`config.mk`:
```
export PLATFORM = sky130hd
export DESIGN_NAME = phong_iter_unit
export DESIGN_NICKNAME = d
export VERILOG_FILES = /design/src/rtl/core/phong_point_light_shader_unit_assert.svh /design/src/rtl/core/phong_pkg.sv /design/src/rtl/core/phong_iter_unit.sv
export SDC_FILE = /design/constraint.sdc
export NUM_CORES = 1
export LEC_CHECK = 0
export BUFFER_PORTS_ARGS = -buffer_cell sky130_fd_sc_hd__buf_2
export CORE_MARGIN = 1.5
export CORE_UTILIZATION = 40
export CTS_BUF_LIST = sky130_fd_sc_hd__clkbuf_2
export CTS_CLUSTER_SIZE = 24
export DETAILED_ROUTE_END_ITERATION = 7
export HOLD_SLACK_MARGIN = 0.1
export PLACE_DENSITY = 0.58
export SETUP_SLACK_MARGIN = 0.15
export SLEW_MARGIN = 5
export SYNTH_ARGS = -nofsm -noshare
export SYNTH_HDL_FRONTEND = slang
export SYNTH_SLANG_ARGS = --single-unit
```
`constraint.sdc`:
```
create_clock -name clock -period 12.1 [get_ports clock]
set_clock_uncertainty 0.1 [all_clocks]
set_input_delay 0.605 -clock clock [delete_from_list [all_inputs] [get_ports clock]]
set_output_delay 0.605 -clock clock [all_outputs]
set_load 0.02 [all_outputs]
```
`src/rtl/core/phong_point_light_shader_unit_assert.svh`:
```
// Assertion macros shared by the shader RTL.
// Each macro expects signals named clock and reset in the including module.
`ifndef PHONG_POINT_LIGHT_SHADER_UNIT_ASSERT_SVH
`define PHONG_POINT_LIGHT_SHADER_UNIT_ASSERT_SVH

// The consequent must hold in the same cycle as the antecedent.
`define PHONG_ASSERT_IMP(label, ante, cons, msg) \
   label: assert property (@(posedge clock) disable iff (reset) (ante) |-> (cons)) \
      else $error(msg);

// The condition must never be true outside reset.
`define PHONG_ASSERT_NEVER(label, cond, msg) \
   label: assert property (@(posedge clock) disable iff (reset) !(cond)) \
      else $error(msg);

`endif

```
`src/rtl/core/phong_pkg.sv`:
```
// Shared types and constants of the point light shader.
// Used by phong_iter_unit and phong_point_light_shader_unit; no dependencies.
package phong_pkg;

   localparam logic [2:0] REG_CAMERA_X = 3'd0;
   localparam logic [2:0] REG_CAMERA_Y = 3'd1;
   localparam logic [2:0] REG_CAMERA_Z = 3'd2;
   localparam logic [2:0] REG_LIGHT_X  = 3'd3;
   localparam logic [2:0] REG_LIGHT_Y  = 3'd4;
   localparam logic [2:0] REG_LIGHT_Z  = 3'd5;

   localparam int CSR_INDEX_W = 3;
   localparam int CSR_DATA_W  = 32;
   localparam int REQ_DATA_W  = 368;
   localparam int RSP_DATA_W  = 24;

   localparam logic [15:0] ONE_Q15   = 16'd32768;
   localparam logic [31:0] UNIT_Q14  = 32'd16384;
   localparam logic [7:0]  SAT_MAX   = 8'd255;
   localparam logic signed [31:0] SPEC_MIN = 32'sd2;

   typedef enum logic [4:0] {
      S_IDLE, S_LOAD_V, S_LOAD_L, S_PICK, S_SHIFT, S_SQ, S_SQRT_GO, S_SQRT_WAIT,
      S_DIV_GO, S_DIV_WAIT, S_RET, S_DLN, S_RR, S_DRV, S_BASE, S_POW, S_COL, S_OUT
   } state_type;

   typedef enum logic [1:0] {VEC_V, VEC_L, VEC_R} vec_sel_type;

   typedef enum logic {OP_SQRT, OP_DIV} iter_op_type;

   typedef struct packed {
      logic        start;
      iter_op_type op;
   } iter_ctl_type;

   typedef struct packed {
      logic busy;
      logic done;
   } iter_sts_type;

endpackage

```
`src/rtl/core/phong_iter_unit.sv`:
```
// Shared iterative unit: floor square root of a 64-bit value, one bit pair a cycle,
// and the Q1.14 quotient (a * 2^14) / len, one quotient bit a cycle. Uses phong_pkg.
module phong_iter_unit (
   input  logic                    clock,
   input  logic                    reset,
   input  phong_pkg::iter_ctl_type ctl,
   input  logic [63:0]             radicand,
   input  logic [29:0]             dividend,
   input  logic [31:0]             divisor,
   output phong_pkg::iter_sts_type sts,
   output logic [31:0]             result
);
   import phong_pkg::*;

   localparam logic [4:0] SQRT_LAST = 5'd31;
   localparam logic [4:0] DIV_LAST  = 5'd14;

   logic        busy_ff, busy_in, done_ff, done_in;
   iter_op_type op_ff, op_in;
   logic [4:0]  cnt_ff, cnt_in;
   logic [63:0] x_ff, x_in, r_ff, r_in, bit_ff, bit_in;
   logic [14:0] q_ff, q_in;
   logic        lsb_ff, lsb_in;
   logic [31:0] den_ff, den_in;
   logic [63:0] trial;
   logic [32:0] rem2;

   always_comb begin
      busy_in = busy_ff;
      done_in = 1'b0;
      op_in   = op_ff;
      cnt_in  = cnt_ff;
      x_in    = x_ff;
      r_in    = r_ff;
      bit_in  = bit_ff;
      q_in    = q_ff;
      lsb_in  = lsb_ff;
      den_in  = den_ff;
      trial   = r_ff + bit_ff;
      rem2    = {x_ff[31:0], lsb_ff};
      if (ctl.start) begin
         busy_in = 1'b1;
         op_in   = ctl.op;
         if (ctl.op == OP_SQRT) begin
            x_in   = radicand;
            r_in   = '0;
            bit_in = 64'h4000_0000_0000_0000;
            cnt_in = SQRT_LAST;
         end else begin
            x_in   = 64'(dividend[29:1]);
            q_in   = '0;
            lsb_in = dividend[0];
            den_in = divisor;
            cnt_in = DIV_LAST;
         end
      end else if (busy_ff) begin
         if (op_ff == OP_SQRT) begin
            if (x_ff >= trial) begin
               x_in = x_ff - trial;
               r_in = (r_ff >> 1) + bit_ff;
            end else begin
               r_in = r_ff >> 1;
            end
            bit_in = bit_ff >> 2;
         end else begin
            lsb_in = 1'b0;
            if (rem2 >= {1'b0, den_ff}) begin
               x_in = 64'(rem2 - {1'b0, den_ff});
               q_in = {q_ff[13:0], 1'b1};
            end else begin
               x_in = 64'(rem2);
               q_in = {q_ff[13:0], 1'b0};
            end
         end
         if (cnt_ff == '0) begin
            busy_in = 1'b0;
            done_in = 1'b1;
         end else begin
            cnt_in = cnt_ff - 5'd1;
         end
      end
   end

   always_ff @(posedge clock) begin
      if (reset) begin
         busy_ff <= 1'b0;
         done_ff <= 1'b0;
         op_ff   <= OP_SQRT;
         cnt_ff  <= '0;
      end else begin
         busy_ff <= busy_in;
         done_ff <= done_in;
         op_ff   <= op_in;
         cnt_ff  <= cnt_in;
      end
      x_ff   <= x_in;
      r_ff   <= r_in;
      bit_ff <= bit_in;
      q_ff   <= q_in;
      lsb_ff <= lsb_in;
      den_ff <= den_in;
   end

   assign sts.busy = busy_ff;
   assign sts.done = done_ff;
   assign result   = (op_ff == OP_SQRT) ? r_ff[31:0] : 32'(q_ff);

endmodule

```
==> results.sh <==
export IMPL_outcome="finished, final reports clean"
export IMPL_cp_slowest_cell="o31ai_1"
export IMPL_ioPinCount=164
export IMPL_postPlaceCellArea_mm2=0.0215
export IMPL_hold_class="input port to flip-flop"
export IMPL_final_nets=2886
export IMPL_port_buffers=163
export IMPL_fin_crit_sh=0.631
export IMPL_synth_seq_cells=216
export IMPL_viasPerCell=5.81
export IMPL_maxCapViolations=0
export IMPL_die_w_um=228
export IMPL_powerDensity_mw_per_mm2=246
export IMPL_period_needed_ns=7.63
export IMPL_final_util=0.473
export IMPL_worst_slew_pin_slew_ns=0.848
export IMPL_grt_pass1_vias=18900
export IMPL_synth_seq_area_share=0.316
export IMPL_grt_usage=0.250
export IMPL_dr_total_vias=19200
export IMPL_cts_tree="yes"
export IMPL_r2r_slack_ns=4.47
export IMPL_start_kind="flip-flop"
export IMPL_drt_iter0_drc=1403
export IMPL_drtPass1Iterations=6
export IMPL_cts_resized=0
export IMPL_core_area_mm2=0.0501
export IMPL_async_flop_share=0
export IMPL_syn_to_final_growth_pct=16.6
export IMPL_yosysWarnings=0
export IMPL_finalSetupViolations=0
export IMPL_dp_hpwl_um=49600
export IMPL_synth_edf_count=208
export IMPL_numCtsBuffers=66
export IMPL_ys_types=95
export IMPL_tns_ns=0
export IMPL_hold_end="den_ff[19]$_DFFE_PP_"
export IMPL_arrival_ns=8.23
export IMPL_synth_avg_cell_area_um2=8.77
export IMPL_critical_path_top_delay_family="compound AO/OA/AOI/OAI gates"
export IMPL_rsz0062_at_grt="false"
export IMPL_dieArea_mm2=0.0521
export IMPL_end_kind="flip-flop"
export IMPL_hp_start="divisor[19]"
export IMPL_holdPathStages=2
export IMPL_clkTransAtPathRegs_ns=0.13
export IMPL_setup_ws_ns=4.47
export IMPL_regToRegStartpoint="r_ff[12]$_SDFFCE_PP0P_"
export IMPL_cts_setup_buffers=0
export IMPL_ir_worst_vdd_v=0.000116
export IMPL_antenna_found_initial=2
export IMPL_htree_levels=3
export IMPL_slew_headroom=0.433
export IMPL_crit_path_cell_trace="ha_1 -> a31oi_1 -> nor2_1 -> or2_2 -> o31ai_1 -> nand2_1 -> a31o_2 -> a21oi_1 -> inv_1 -> a21oi_1 -> xor2_1 -> ha_1 -> a21o_1 -> a211oi_1 -> nor2_1 -> o41ai_1 -> a21oi_1 -> nor3_1 -> a211oi_4 -> buf_4 -> o21ai_0 -> nand2_2 -> buf_4"
export IMPL_grt_overflow_total=0
export IMPL_synth_area_mm2=0.0203
export IMPL_yosysTopAreaCell="edfxtp_1"
export IMPL_start_util=0.405
export IMPL_dp_slack_ns=4.61
export IMPL_rr_worst_depth=23
export IMPL_place_gp_congestion=0.979
export IMPL_drc=0
export IMPL_power_mw=5.81
export IMPL_postRouteAntennaNets=0
export IMPL_slowest_delay_ns=0.67
export IMPL_crit_fanout=34
export IMPL_final_hold_violation_count=0
export IMPL_fmax_ghz=0.131
export IMPL_drt_wl_total_um=66500
export IMPL_drive_gt1_frac=0.134
export IMPL_worst_path_most_repeated_cell="a21oi_1"
export IMPL_r2r_end="x_ff[12]$_DFFE_PP_"
export IMPL_p_leak_nw=9.51
export IMPL_clk_latency_ns=1.07
export IMPL_setup_worst_path_class="flip-flop to flip-flop"
export IMPL_cts_root_buf="clkbuf_2"
export IMPL_yosysTopAreaCellShare=0.308
export IMPL_critPathRequiredTime_ns=12.70
export IMPL_wl_per_cell_um=20.1
export IMPL_fin_area_mm2=0.0237
export IMPL_grt_max_degree=111
export IMPL_netlist_instances=2314
export IMPL_cp_num_buf_inv=3
export IMPL_yosys_most_used_dff="edfxtp_1"
export IMPL_die_y_um=228
export IMPL_clock_sinks=216
export IMPL_clock_path_buffers=3
export IMPL_grt_pass1_wl_um=104000
export IMPL_syn_nets=2610
export IMPL_synthTopCellsByArea="edfxtp_1, ha_1, xor2_1"
export IMPL_slew_viol_final=0
export IMPL_rows=82
-- cells by family (layout without fill, tap and decap cells) --
group	Yosys count	count (layout)	share of synthesized area
adder cells (fa/ha/maj)	166	166	0.103
multiplexers	65	65	0.0335
buffers and inverters	192	512	0.0406
AO/OA/AOI/OAI	745	745	0.244
AND/OR/NAND/NOR	725	725	0.175
flip-flops	216	216	0.316
XOR/XNOR	205	205	0.0885
other	0	4	0
-- worst register-to-register path: stages (launching register included) --
cell      delay [ns]
edfxtp_1        0.54
ha_1            0.40
a31oi_1         0.15
nor2_1          0.07
or2_2           0.28
o31ai_1         0.67
nand2_1         0.23
a31o_2          0.30
a21oi_1         0.28
inv_1           0.07
a21oi_1         0.18
xor2_1          0.20
ha_1            0.36
a21o_1          0.21
a211oi_1        0.23
nor2_1          0.08
o41ai_1         0.58
a21oi_1         0.14
nor3_1          0.51
a211oi_4        0.08
buf_4           0.27
o21ai_0         0.26
nand2_2         0.51
buf_4           0.54
-- metal layers --
layer	global-route usage	wire length [µm]	part of all wire	vias to the layer above
met5	0	0	0	-
met4	0.0722	1640	0.025	0
met3	0.0440	3190	0.048	114
met2	0.442	33000	0.50	542
met1	0.311	28700	0.43	9275
li1	-	-	-	9297
-- sequential cells by signal, summed over array words and instances (netlist names) --
name     count
q_ff        15
done_ff      1
bit_ff      32
x_ff        64
cnt_ff       5
busy_ff      1
op_ff        1
r_ff        64
lsb_ff       1
den_ff      32
-- cells in the final DEF, fill, tap and decap left out, types with 8 or more instances in the layout --
cell type,instances
ha_1,164
mux2_2,17
edfxtp_1,208
o31ai_1,16
a31oi_1,70
mux2i_1,45
o21ai_0,132
xor2_1,110
a21oi_1,191
dlygate4sd3_1,154
nor4_1,13
inv_1,69
nor2b_1,93
and4_1,9
nor3_1,29
nor2_1,179
buf_2,162
a211oi_1,37
a221o_1,8
a21o_1,54
a22oi_1,14
o21bai_1,33
nand2_1,203
nand3_1,50
o211ai_1,35
o21a_1,24
nand2b_1,12
clkinv_1,13
a31o_2,23
a21boi_0,14
and2_1,11
buf_4,13
or3_1,12
xnor2_1,95
and3_1,20
clkbuf_2,96
nand4_1,59
-- power breakdown --
part	internal [mW]	switching [mW]	leakage [nW]	total, mW
Combinational	1.52	2.38	6.96	3.89
Sequential	1.09	0.231	2.11	1.32
Clock	0.230	0.366	0.441	0.596
Total	2.84	2.97	9.51	5.81
-- final cells by class --
cell class	count	area [µm²]
Antenna cell	4	10.0
Clock inverter	16	87.6
Sequential cell	216	6410
Multi-Input combinational cell	1906	13100
Clock buffer	96	480
Inverter	70	263
Timing Repair Buffer	330	2470
Fill cell	4939	26400
Tap cell	672	841
-- repair_timing --
action,in CTS,in global routing
setup endpoints to repair,0,0
hold endpoints to repair,141,0
hold buffers,154,0
-- cell usage after synthesis (all sizes together), types with 21 or more instances --
cell	instances
nand2	204
clkbuf	88
a21o	55
inv	70
nor2	182
a211oi	39
nand4	59
mux2i	45
edfxtp	208
a21oi	191
a31oi	70
o21a	24
xor2	110
and3	21
ha	164
buf	33
o211ai	35
nand3	51
nor2b	94
o21ai	139
xnor2	95
a31o	23
nor3	32
o21bai	33
-- how the worst max path moves through the flow --
stage	startpoint	to	slack (ns)	cells after the start
CTS	r_ff[12]$_SDFFCE_PP0P_	x_ff[12]$_DFFE_PP_	4.54	23
detailed placement	r_ff[2]$_SDFFCE_PP0P_	x_ff[2]$_DFFE_PP_	4.61	23
global placement	r_ff[2]$_SDFFCE_PP0P_	x_ff[0]$_DFFE_PP_	4.81	23
floorplan	r_ff[2]$_SDFFCE_PP0P_	x_ff[0]$_DFFE_PP_	5.32	24
global route	r_ff[12]$_SDFFCE_PP0P_	x_ff[12]$_DFFE_PP_	3.89	23
finish	r_ff[12]$_SDFFCE_PP0P_	x_ff[12]$_DFFE_PP_	4.47	23
-- metrics by stage --
step | hold slack, ns | instances
2_1_floorplan | 0.414 | 2314
3_3_place_gp | 0.435 | 3040
3_5_place_dp | 0.448 | 3040
4_1_cts | 0.100 | 3306
5_1_grt | 0.105 | 3310
6_report | 0.193 | 3310
(Power assumes the default switching activity.)
